[config.mk]
export PLATFORM = sky130hd
export DESIGN_NAME = bounded_fifo_with_stats
export DESIGN_NICKNAME = d
export VERILOG_FILES = /design/src/rtl/bfs_pkg.sv /design/src/rtl/bfs_cell.sv /design/src/rtl/bounded_fifo_with_stats.sv
export SDC_FILE = /design/constraint.sdc
export NUM_CORES = 1
export LEC_CHECK = 0
export BUFFER_PORTS_ARGS = -buffer_cell sky130_fd_sc_hd__buf_2
export CORE_ASPECT_RATIO = 0.7
export CORE_MARGIN = 2
export CORE_UTILIZATION = 55
export CTS_BUF_LIST = sky130_fd_sc_hd__clkbuf_4 sky130_fd_sc_hd__clkbuf_8
export DETAILED_ROUTE_END_ITERATION = 10
export PLACE_DENSITY_LB_ADDON = 0.2
export SETUP_SLACK_MARGIN = 0.5
export SKIP_CTS_REPAIR_TIMING = 1
export SLEW_MARGIN = 0
export SYNTH_ARGS = -nofsm -noshare
export SYNTH_HDL_FRONTEND = slang
export SYNTH_SLANG_ARGS = --single-unit
[constraint.sdc]
create_clock -name clk -period 4.95 [get_ports clk]
set_clock_uncertainty 0.05 [all_clocks]
set_input_delay 0.2475 -clock clk [delete_from_list [all_inputs] [get_ports clk]]
set_output_delay 0.2475 -clock clk [all_outputs]
set_load 0.03 [all_outputs]
[src/rtl/bfs_pkg.sv]
// Shared types and constants for the bounded FIFO with statistics.
`default_nettype none

package bfs_pkg;

  // Fixed widths of the stream fields.
  localparam int unsigned VAL_W = 32;
  localparam int unsigned CNT_W = 5;
  localparam int unsigned S_TDATA_W = 32;
  localparam int unsigned M_TDATA_W = 112;

  // Defaults for the top-level parameters.
  localparam int unsigned DEPTH_DEFAULT = 16;
  localparam int unsigned DATA_W_DEFAULT = 32;

  // Request kinds carried in s_tuser.
  typedef enum logic {
    REQ_PUSH = 1'b0,
    REQ_POP  = 1'b1
  } bfs_req_t;

  // Result status carried in m_tuser.
  typedef enum logic [1:0] {
    ST_OK    = 2'd0,
    ST_FULL  = 2'd1,
    ST_EMPTY = 2'd2,
    ST_NULL  = 2'd3
  } bfs_status_t;

  // Per-cell control from the queue controller.
  typedef struct packed {
    logic shift;
    logic load;
  } bfs_cell_ctl_t;

endpackage

`default_nettype wire

[src/rtl/bfs_cell.sv]
// One storage cell of the shifting queue.
`default_nettype none

module bfs_cell
  import bfs_pkg::*;
#(
  parameter int unsigned W = 32
) (
  input  wire logic          clk,
  input  wire bfs_cell_ctl_t ctl,
  input  wire logic [W-1:0]  load_data,
  input  wire logic [W-1:0]  nbr_data,
  output logic      [W-1:0]  data
);

  logic [W-1:0] data_next;

  // A load takes the pushed value; a shift takes the neighbour's entry.
  always_comb begin
    priority if (ctl.load) begin
      data_next = load_data;
    end else if (ctl.shift) begin
      data_next = nbr_data;
    end else begin
      data_next = data;
    end
  end

  always_ff @(posedge clk) begin
    data <= data_next;
  end

endmodule

`default_nettype wire

[src/rtl/bounded_fifo_with_stats.sv]
// Top level of the bounded FIFO with occupancy and traffic statistics.
//
// Usage: each transaction on the slave stream is one request. s_tuser selects
// the kind (0 push, 1 pop) and s_tdata carries the value to push. Every request
// produces exactly one transaction on the master stream: m_tuser gives the
// status (success, full, empty or null push) and m_tdata the popped value, the
// occupancy after the request, the push and pop totals and the peak occupancy.
// The queue is a row of cells; the oldest entry always sits in the first cell,
// a pop shifts every cell one place towards the head and a push loads the cell
// just behind the youngest entry. Each result is registered and is shown in
// the cycle after the request that produced it, and one request is taken
// every cycle while the receiver keeps m_tready high. The result register is
// the only buffer: when the receiver stalls, s_tready drops until the held
// result has been taken, so nothing is lost.
// The configuration channel writes the usable capacity (0 reads as 1, values
// above the built depth read as the depth). Such a write empties the queue and
// clears the totals and the peak; it is meant for an idle block. Reset does the
// same and sets the capacity to 16, or to the depth where that is smaller.
`default_nettype none

module bounded_fifo_with_stats
  import bfs_pkg::*;
#(
  parameter int unsigned DEPTH  = DEPTH_DEFAULT,
  parameter int unsigned DATA_W = DATA_W_DEFAULT
) (
  input  wire logic                 clk,
  input  wire logic                 rst,
  // Request stream.
  input  wire logic                 s_tvalid,
  output logic                      s_tready,
  input  wire logic [S_TDATA_W-1:0] s_tdata,   // [31:0] push_value
  input  wire logic                 s_tuser,   // [0] req_type
  // Result stream.
  output logic                      m_tvalid,
  input  wire logic                 m_tready,
  // [31:0] pop_value, [36:32] occupancy, [68:37] total_pushed,
  // [100:69] total_popped, [105:101] peak_occupancy, [111:106] zero
  output logic [M_TDATA_W-1:0]      m_tdata,
  output logic [1:0]                m_tuser,   // [1:0] status
  // Capacity configuration.
  input  wire logic                 cfg_valid,
  output logic                      cfg_ready,
  input  wire logic [CNT_W-1:0]     cfg_data
);

  // The capacity register is five bits wide, so no more than 31 cells can
  // ever be used; the row is built only as long as it can be used.
  localparam int unsigned MAX_CAP = (1 << CNT_W) - 1;
  localparam int unsigned CELLS = (DEPTH < MAX_CAP) ? DEPTH : MAX_CAP;
  // Stored width: values are 32 bits at the port, trimmed to DATA_W.
  localparam int unsigned SW = (DATA_W < VAL_W) ? DATA_W : VAL_W;
  localparam int unsigned CAP_RESET = (DEPTH < 16) ? DEPTH : 16;

  // Control and statistics registers.
  logic [CNT_W-1:0] capacity;
  logic [CNT_W-1:0] fill;
  logic [CNT_W-1:0] peak;
  logic [VAL_W-1:0] push_total;
  logic [VAL_W-1:0] pop_total;

  logic [CNT_W-1:0] fill_next;
  logic [CNT_W-1:0] peak_next;
  logic [VAL_W-1:0] push_total_next;
  logic [VAL_W-1:0] pop_total_next;
  logic [CNT_W-1:0] capacity_next;

  logic             in_fire;
  logic             cfg_fire;
  logic [SW-1:0]    push_val;
  logic             push_ok;
  logic             pop_ok;
  bfs_status_t      status_next;
  logic [VAL_W-1:0] pop_value_next;

  logic [SW-1:0]    cell_q [CELLS];
  bfs_cell_ctl_t    cell_ctl [CELLS];

  // A new request is taken whenever the result register is free or is being
  // emptied in this cycle.
  assign s_tready  = !m_tvalid || m_tready;
  assign in_fire   = s_tvalid && s_tready;
  assign cfg_ready = 1'b1;
  assign cfg_fire  = cfg_valid;

  assign push_val = s_tdata[SW-1:0];

  // Decode of the request. The null check comes before the full check.
  always_comb begin
    push_ok        = 1'b0;
    pop_ok         = 1'b0;
    status_next    = ST_OK;
    pop_value_next = '0;
    if (s_tuser == REQ_PUSH) begin
      priority if (push_val == '0) begin
        status_next = ST_NULL;
      end else if (fill >= capacity) begin
        status_next = ST_FULL;
      end else begin
        push_ok = 1'b1;
      end
    end else begin
      if (fill == '0) begin
        status_next = ST_EMPTY;
      end else begin
        pop_ok         = 1'b1;
        pop_value_next = VAL_W'(cell_q[0]);
      end
    end
  end

  // Next values of the counters for the current request.
  always_comb begin
    fill_next       = fill;
    peak_next       = peak;
    push_total_next = push_total;
    pop_total_next  = pop_total;
    if (push_ok) begin
      fill_next       = fill + 1'b1;
      push_total_next = push_total + 1'b1;
      if (fill_next > peak) begin
        peak_next = fill_next;
      end
    end else if (pop_ok) begin
      fill_next      = fill - 1'b1;
      pop_total_next = pop_total + 1'b1;
    end
  end

  // Written capacity, clamped to the legal range.
  always_comb begin
    priority if (cfg_data == '0) begin
      capacity_next = CNT_W'(1);
    end else if (32'(cfg_data) > DEPTH) begin
      capacity_next = CNT_W'(DEPTH);
    end else begin
      capacity_next = cfg_data;
    end
  end

  // The row of cells. The head cell holds the oldest entry.
  for (genvar i = 0; i < CELLS; i++) begin : g_cell
    logic [SW-1:0] nbr;

    if (i == CELLS - 1) begin : g_tail
      assign nbr = cell_q[i];
    end else begin : g_body
      assign nbr = cell_q[i + 1];
    end

    assign cell_ctl[i].shift = in_fire && pop_ok;
    assign cell_ctl[i].load  = in_fire && push_ok && (fill == CNT_W'(i));

    bfs_cell #(
      .W (SW)
    ) u_cell (
      .clk       (clk),
      .ctl       (cell_ctl[i]),
      .load_data (push_val),
      .nbr_data  (nbr),
      .data      (cell_q[i])
    );
  end

  // Control state. A capacity write restarts the queue.
  always_ff @(posedge clk) begin
    if (rst) begin
      capacity   <= CNT_W'(CAP_RESET);
      fill       <= '0;
      peak       <= '0;
      push_total <= '0;
      pop_total  <= '0;
    end else if (cfg_fire) begin
      capacity   <= capacity_next;
      fill       <= '0;
      peak       <= '0;
      push_total <= '0;
      pop_total  <= '0;
    end else if (in_fire) begin
      fill       <= fill_next;
      peak       <= peak_next;
      push_total <= push_total_next;
      pop_total  <= pop_total_next;
    end
  end

  // Result register.
  always_ff @(posedge clk) begin
    if (rst) begin
      m_tvalid <= 1'b0;
    end else if (in_fire) begin
      m_tvalid <= 1'b1;
    end else if (m_tready) begin
      m_tvalid <= 1'b0;
    end
  end

  always_ff @(posedge clk) begin
    if (in_fire) begin
      m_tuser <= status_next;
      m_tdata <= {6'd0, peak_next, pop_total_next, push_total_next, fill_next,
                  pop_value_next};
    end
  end

endmodule

`default_nettype wire

==> results of run 1 <==
## critical path, cell delays in order, from the launching register on
cell                       delay (ns)
sky130_fd_sc_hd__dfxtp_1         0.52
sky130_fd_sc_hd__inv_1           0.18
sky130_fd_sc_hd__ha_1            0.31
sky130_fd_sc_hd__nand2b_1        0.14
sky130_fd_sc_hd__a31oi_1         0.28
sky130_fd_sc_hd__o211ai_1        0.17
sky130_fd_sc_hd__buf_4           0.29
sky130_fd_sc_hd__nor3_1          0.16
sky130_fd_sc_hd__buf_4           0.24
sky130_fd_sc_hd__and3_2          0.56
sky130_fd_sc_hd__nand2b_2        0.77
## per-stage QoR
stage | power [mW] | hold WS (ns)
after detailed placement | 7.24 | 0.422
after floorplan | 7.01 | 0.296
after CTS | 12.0 | -0.332
final | 11.9 | 0.0623
after global routing | 12.3 | 0.00137
after global placement | 7.23 | 0.411
## registers in the layout (all words and copies together) (netlist names)
signal	count
peak	5
pop_total	32
m_tuser	2
m_tdata	106
capacity	5
g_cell.u_cell.data	512
m_tvalid	1
push_total	32
fill	5
## power groups by stage
| stage | clock network, mW | logic, mW | registers (mW) |
|---|---|---|---|
| floorplan | 0 | 0.250 | 6.76 |
| global placement | 0 | 0.561 | 6.67 |
| detailed placement | 0 | 0.568 | 6.67 |
| CTS | 4.86 | 0.571 | 6.54 |
| global route | 5.11 | 0.636 | 6.55 |
| finish | 4.76 | 0.599 | 6.54 |
## kinds of logic (layout without fill, tap and decap cells)
group / after synthesis / in the layout / synth area share
compound gates: 57 / 57 / 0.0118
xor+xnor: 124 / 124 / 0.0351
fa+ha+maj: 18 / 18 / 0.00728
buf+inv: 165 / 456 / 0.0266
flops: 700 / 700 / 0.653
mux: 489 / 489 / 0.199
other cells: 2 / 10 / 0.000243
simple gates: 411 / 411 / 0.0670
## layer usage
layer | routed length, um | vias to the layer above | part of all wire
met3 | 4620 | 108 | 0.069
met2 | 28900 | 555 | 0.43
met1 | 32300 | 8681 | 0.48
li1 | - | 7790 | -
met5 | 0 | - | 0
met4 | 1170 | 0 | 0.017
## synthesized netlist by cell type (12+ instances only)
| library cell | count |
|---|---|
| sky130_fd_sc_hd__edfxtp_1 | 620 |
| sky130_fd_sc_hd__mux2_2 | 310 |
| sky130_fd_sc_hd__mux2_4 | 174 |
| sky130_fd_sc_hd__nor2_1 | 107 |
| sky130_fd_sc_hd__clkbuf_1 | 82 |
| sky130_fd_sc_hd__dfxtp_1 | 80 |
| sky130_fd_sc_hd__nand2_1 | 73 |
| sky130_fd_sc_hd__xnor2_1 | 71 |
| sky130_fd_sc_hd__xor2_1 | 53 |
| sky130_fd_sc_hd__and3_1 | 51 |
| sky130_fd_sc_hd__nor3_1 | 41 |
| sky130_fd_sc_hd__nand3_1 | 37 |
| sky130_fd_sc_hd__buf_2 | 35 |
| sky130_fd_sc_hd__nand4_1 | 25 |
| sky130_fd_sc_hd__nor4_1 | 23 |
| sky130_fd_sc_hd__a21oi_1 | 21 |
| sky130_fd_sc_hd__inv_1 | 20 |
| sky130_fd_sc_hd__buf_6 | 18 |
| sky130_fd_sc_hd__ha_1 | 18 |
| sky130_fd_sc_hd__nand2b_1 | 14 |
| sky130_fd_sc_hd__o21ai_0 | 12 |
## path summary, 6_finish.rpt
| path | start | endpoint | slack [ns] | cells past startpoint |
|---|---|---|---|---|
| worst max-delay path | fill[0]$_SDFFE_PP0P_ | g_cell[5].u_cell.data[19]$_DFFE_PP_ | 0.86 | 10 |
| worst min-delay path | s_tdata[19] | g_cell[15].u_cell.data[19]$_DFFE_PP_ | 0.06 | 2 |
| worst max register to register | fill[0]$_SDFFE_PP0P_ | g_cell[5].u_cell.data[19]$_DFFE_PP_ | 0.86 | 10 |
| worst min register to register | peak[1]$_SDFFE_PP0P_ | peak[1]$_SDFFE_PP0P_ | 0.43 | 2 |
## area by class of cell
cell class | count | area (um^2) | area share
Antenna cell | 3 | 7.51 | 0.000215
Clock buffer | 143 | 1780 | 0.0510
Clock inverter | 47 | 315 | 0.00902
Inverter | 21 | 83.8 | 0.00240
Multi-Input combinational cell | 1106 | 9990 | 0.286
Sequential cell | 700 | 20200 | 0.579
Tap cell | 740 | 926 | 0.0265
Timing Repair Buffer | 245 | 1620 | 0.0465
==> results.md, run 1 <==
- The synthesized design contains 620 enable-type register cells.
- The standard cell core area is 0.0554 mm^2.
- The clock tree root buffer cell is sky130_fd_sc_hd__clkbuf_8.
- For this run, design rule violations remaining after detail routing come to 0.
- The share of total power dissipated in sequential elements is 0.550.
- The met2 demand-to-capacity share in global routing is 0.326.
- The count of pins over their slew limit was 0.
- STA classifies the critical path endpoint as a flop.
- The horizontal extent of the die is 288 um.
- The share of the core filled with cells is 0.631.
- The number of I/O port buffers is 152.
- In the synthesized netlist, the number of instances is 1,966.
- With fillers left out, the area of the finished cells amounts to 0.0349 mm^2.
- The tightest min-delay check is of the input port to flop type.
- The worst setup path is launched from a flop.
- In this run the most used layer during global routing was met1.
- The die covers 0.0582 mm^2.
- Once detail routing completed, the nets flagged for antenna violations numbered 0.
- The wire length of the first global-routing pass is 101,000 um.
- After synthesis the netlist holds a flip-flop and latch count of 700.
- Static timing analysis puts the maximum clock frequency at 0.245 GHz.
- At the worst endpoint, the required time is 5.22 ns.
- Among all flip-flop cells after synthesis, the most frequent one is sky130_fd_sc_hd__edfxtp_1.
- The most common cell after layout, fill and taps aside is sky130_fd_sc_hd__edfxtp_1.
- In the layout the commonest cells are sky130_fd_sc_hd__edfxtp_1 (620), sky130_fd_sc_hd__mux2_2 (310), sky130_fd_sc_hd__mux2_4 (174).
- The time the final worst path needs with I/O delays and setup is 4.09 ns.
- Setup repair after global routing left no endpoint under its margin.
- The peak supply drop is 0.247 mV.
- The routed via count is 17,134.
- The number of core rows is 72.
- The TritonCTS buffer count is 104.
- Detailed placement finished with a half-perimeter wire length of 42,200 um.
- During I/O placement, the number of pins put on the boundary was 160.
- A synthesized cell averages 15.7 um^2.
- The initial antenna violation count is 3.
- Of the post-synthesis cell area, the dominant cell type holds 0.601.
- The proportion of register bits with asynchronous set or reset after synthesis is 0.
- The detailed router's first-iteration violation count is 1,376.
- The maximum number of pins on one net before global-route repair is 82.
- The placed cell area is 0.0324 mm^2.
- The flow ran to the end, and the final reports show no timing, DRC or antenna violations.
- Setup violations remaining at the end of the flow were counted as 0.
- The finished layout holds 3,005 standard cells, fillers aside.
- Setup slack on the critical path of the routed design comes to 0.863 ns.
- Compared with the post-synthesis result, the final layout area differs by 12.9%.
- The worst slew slack as a fraction of its limit is 0.296.
- At the later pin of the worst-skew pair, clock insertion delay measures 0.72 ns.
- The starting density of the core is 0.559.
- Across the run, the number of max-cap violations was 0.
- Setup total negative slack on the finished layout was measured at 0 ns.
- The portion of total power attributed to combinational logic is 0.050.
- After clock tree synthesis, the clock-pin slew on the worst setup and hold paths is 0.07 ns.
- The count of H-tree levels built during CTS is 3.
- The met1 usage in global routing is 0.357.
- The number of global-route vias before repair is 16,709.
- Data on the critical path arrives at its endpoint at 4.36 ns.
- Using the TritonRoute via totals, the vias-per-cell ratio works out to 5.70.
- After the last flow step, the layout net total stands at 2,239.
- The worst slack after detailed placement is 0.925 ns.
- Measured along the y axis, the die boundary spans 202 um.
- By area the synthesized netlist is led by sky130_fd_sc_hd__edfxtp_1 (60%), sky130_fd_sc_hd__mux2_2 (11%), sky130_fd_sc_hd__mux2_4 (8.4%), sky130_fd_sc_hd__dfxtp_1 (5.2%), sky130_fd_sc_hd__xnor2_1 (2.0%).
- The number of iterations in the first detailed-routing pass is 8.
- The share of total power dissipated in the clock network is 0.400.
- The final count of hold timing violations is 0.
- The internal portion of the total power is 9.21 mW.
- The switching portion of total power is 0.226.
- The congestion estimate from routability-driven global placement came to 0.838.
- The share of the cycle needed by the critical path after routing is 0.826.
- TritonCTS built the clock tree.
- The net switching power is 2.68 mW.
- Along the worst path, the maximum fanout reaches 32.
- After detailed routing, the average wire length per cell comes to 22.3 um.
- The sequential-to-total area share from yosys stat is 0.653.
- The type of the worst setup path is flop to flop.
- The final layout contains routed wiring with a total length of 67,000 um.
- The fraction of final layout cells with drive strength greater than 1 is 0.391.
- At the pin with the least slew margin, the transition time is 1.06 ns.
- The number of placed instances, taps included is 2,766.
- The analysis attributes to cell leakage a power of 12.5 nW.
- The power per standard cell area is 340 mW/mm^2.
- The aggregate global routing overflow is 0.
- The netlist uses 53 different library cells.
- The post-synthesis cell area is 0.0310 mm^2.
- The layout filler cell count is 4,032.
- The Yosys warning count is 0.
- Counting every sink on the clock net gives 700.
- The global routing met3 resource utilization is 0.0516.
- The deepest clock path buffer count is 3.
- Across every metal layer, demand over resource in global routing totals 0.229.
- The most area-hungry cell type in the Yosys netlist is sky130_fd_sc_hd__edfxtp_1.
(Power assumes the default switching activity.)
==> run 2: changes to the inputs <==
Clock period 4.95 ns to 4.16 ns, I/O delays scaled along.
==> results.md, run 2 (synthesized netlist as in run 1, its figures left out) <==
- The flow ran to the end, and the final reports show no timing, DRC or antenna violations.
- In this run the number of cells on the critical path is 10.
- The largest incremental delay on the critical path is 0.94 ns.
- The maximum number of pins on one net before global-route repair is 72.
- The initial antenna violation count is 1.
- The count of buffering cells on the critical path with inverters included is 4.
- The analysis attributes to cell leakage a power of 12.6 nW.
- TritonCTS built the clock tree.
- For this design, the slowest cell found on the critical path is sky130_fd_sc_hd__nor4_1.
- The remaining routing DRC violations is 0.
- The wire-length estimate of the detail-placed layout is 42,100 um.
- The global-route total usage across every layer is 0.218.
- The clock-pin slew on the worst setup and hold paths is 0.06 ns.
- Dividing the final minimum period by the clock period gives 0.848.
- The register with the most flip-flops in the layout has 512 of them.
- The library cell used most frequently in the layout, excluding fill and tap cells, is sky130_fd_sc_hd__edfxtp_1.
- The TritonCTS buffer count is 104.
- The die height is 202 um.
- The most used cell along the critical path is sky130_fd_sc_hd__buf_4.
- The hold path depth is 2.
- The aggregate global routing overflow is 0.
- Excluding fillers, the count of instances in the completed layout stands at 3,032.
- The final estimated routing congestion in global placement is 0.824.
- The peak supply drop is 0.231 mV.
- The largest registers in the layout are g_cell.u_cell.data (512), m_tdata (106).
- The pre-antenna-repair detailed-routing pass consisted of 5 iterations.
- The completed layout was analyzed and its total power is 13.9 mW.
- In the final routed layout, each cell accounts on average for 21.0 um.
- The kind of end point of the critical path is a flop.
- The signal on the critical path passes through dlygate4sd3_1 -> buf_2 -> nor4_1 -> nand2_1 -> o41ai_4 -> nor3_1 -> buf_4 -> nand3_2 -> buf_4 -> mux2_2.
- In this run the tightest slew margin relative to its limit is 0.238.
- The area growth from synthesis to layout is 13.6%.
- The starting density of the core is 0.559.
- In this run the standard cell core region covers 0.0554 mm^2.
- The layout filler cell count is 4,009.
- Clock tree synthesis selected as its root buffer the cell sky130_fd_sc_hd__clkbuf_8.
- The data arrival time of the critical path is 3.92 ns.
- The number of global-route vias before repair is 16,574.
- Across the run, the number of max-cap violations was 0.
- Setup total negative slack on the finished layout was measured at 0 ns.
- STA classifies the critical path startpoint as an input port.
- The average via count per standard cell is 5.62.
- The routed layout has 17,054 vias.
- The worst setup path is of the input port to flop kind.
- The area enclosed by the die boundary is 0.0582 mm^2.
- Setup repair after global routing left no endpoint under its margin.
- Clock latency on the worst-skew pair, taken at its later pin, is 0.73 ns.
- The count of pins over their slew limit is 0.
- The critical path required time is 4.55 ns.
- The type of the worst min-delay path is input port to flop.
- The slew at the pin closest to its max-slew limit is 1.13 ns.
- The final count of hold timing violations is 0.
- The detailed router's first-iteration violation count is 1,418.
- The detail route stage leaves a number of antenna-violating nets equal to 0.
- The power per standard cell area is 395 mW/mm^2.
- From left edge to right edge, the die measures 288 um.
- The library cells used most frequently in the layout, excluding fill and tap cells, are sky130_fd_sc_hd__edfxtp_1 (620), sky130_fd_sc_hd__mux2_2 (310), sky130_fd_sc_hd__mux2_4 (174).
- The deepest clock path buffer count is 3.
- The wire length of the first global-routing pass is 97,800 um.
- The largest register by flop count is g_cell.u_cell.data.
- The number of I/O port buffers is 152.
- The time the final worst path needs with I/O delays and setup is 3.53 ns.
- The initialized floorplan defines 72 standard-cell rows.
- CTS built an H-tree with a depth of 3.
- The top achievable clock speed is 0.283 GHz.
- The number of setup violations in the final report is 0.
- After detailed routing, the total wire length is 63,700 um.
- The category of cells accounting for the largest share of critical-path delay is simple AND/OR/NAND/NOR gates.
- Once placement completed, the tool counted placed cells totaling 2,792.
- The worst reg2reg path depth is 8.
- The tree built by TritonCTS fans out to 700 sinks.
- In the final layout, the share of cells above drive strength 1 is 0.394.
- In the final design database the tool counted 2,267 nets.
- The number of top-level design ports is 160.
- In this run the worst path has a maximum fanout of 22.
- The count of inserted antenna diode cells is 0.
[run 2: cell types whose count changed in the layout (fill, tap and decap cells not counted), sizes merged]
cell	previous run	this run
buf	199	225
bufinv	4	0
clkbuf	143	140
clkinv	40	47
diode	3	0
dlygate4sd3	46	48
inv	22	24
[run 2: worst paths after layout]
kind                        start                                  end  slack, ns
min reg2reg  peak[1]$_SDFFE_PP0P_                 peak[1]$_SDFFE_PP0P_       0.43
max                   s_tdata[25]  g_cell[2].u_cell.data[19]$_DFFE_PP_       0.63
max reg2reg  fill[0]$_SDFFE_PP0P_  g_cell[0].u_cell.data[12]$_DFFE_PP_       0.64
min                    s_tdata[0]  g_cell[15].u_cell.data[0]$_DFFE_PP_       0.06
[run 2: power breakdown]
part           internal, mW  leakage, nW  switching, mW  total (mW)
registers              7.74         6.35         0.0427        7.79
clock network          2.74         1.06           2.64        5.38
logic                 0.223         5.18          0.506       0.729
total                  10.7         12.6           3.19        13.9
[run 2: layer usage]
metal | share of wire | GRT usage | vias to the layer above | wire length, um
li1 | - | - | 7839 | -
met5 | 0 | 0 | - | 0
met2 | 0.44 | 0.320 | 510 | 28200
met3 | 0.060 | 0.0484 | 92 | 3840
met1 | 0.48 | 0.334 | 8613 | 30600
met4 | 0.016 | 0.0480 | 0 | 989
[run 2: cell type report]
type	instances	area, um^2	area share
Clock inverter	52	240	0.00683
Multi-Input combinational cell	1106	10000	0.284
Timing Repair Buffer	273	1940	0.0553
Inverter	21	83.8	0.00238
Sequential cell	700	20200	0.575
Clock buffer	140	1750	0.0498
Tap cell	740	926	0.0263
[run 2: per-stage QoR]
stage	worst slack, ns	util	area (um^2)	hold slack, ns
global placement	0.361	0.590	32700	0.403
floorplan	0.566	-	31000	0.257
global route	0.513	0.635	35200	0.00576
detailed placement	0.323	0.590	32700	0.417
CTS	0.517	0.626	34700	-0.371
finish	0.632	0.635	35200	0.0572
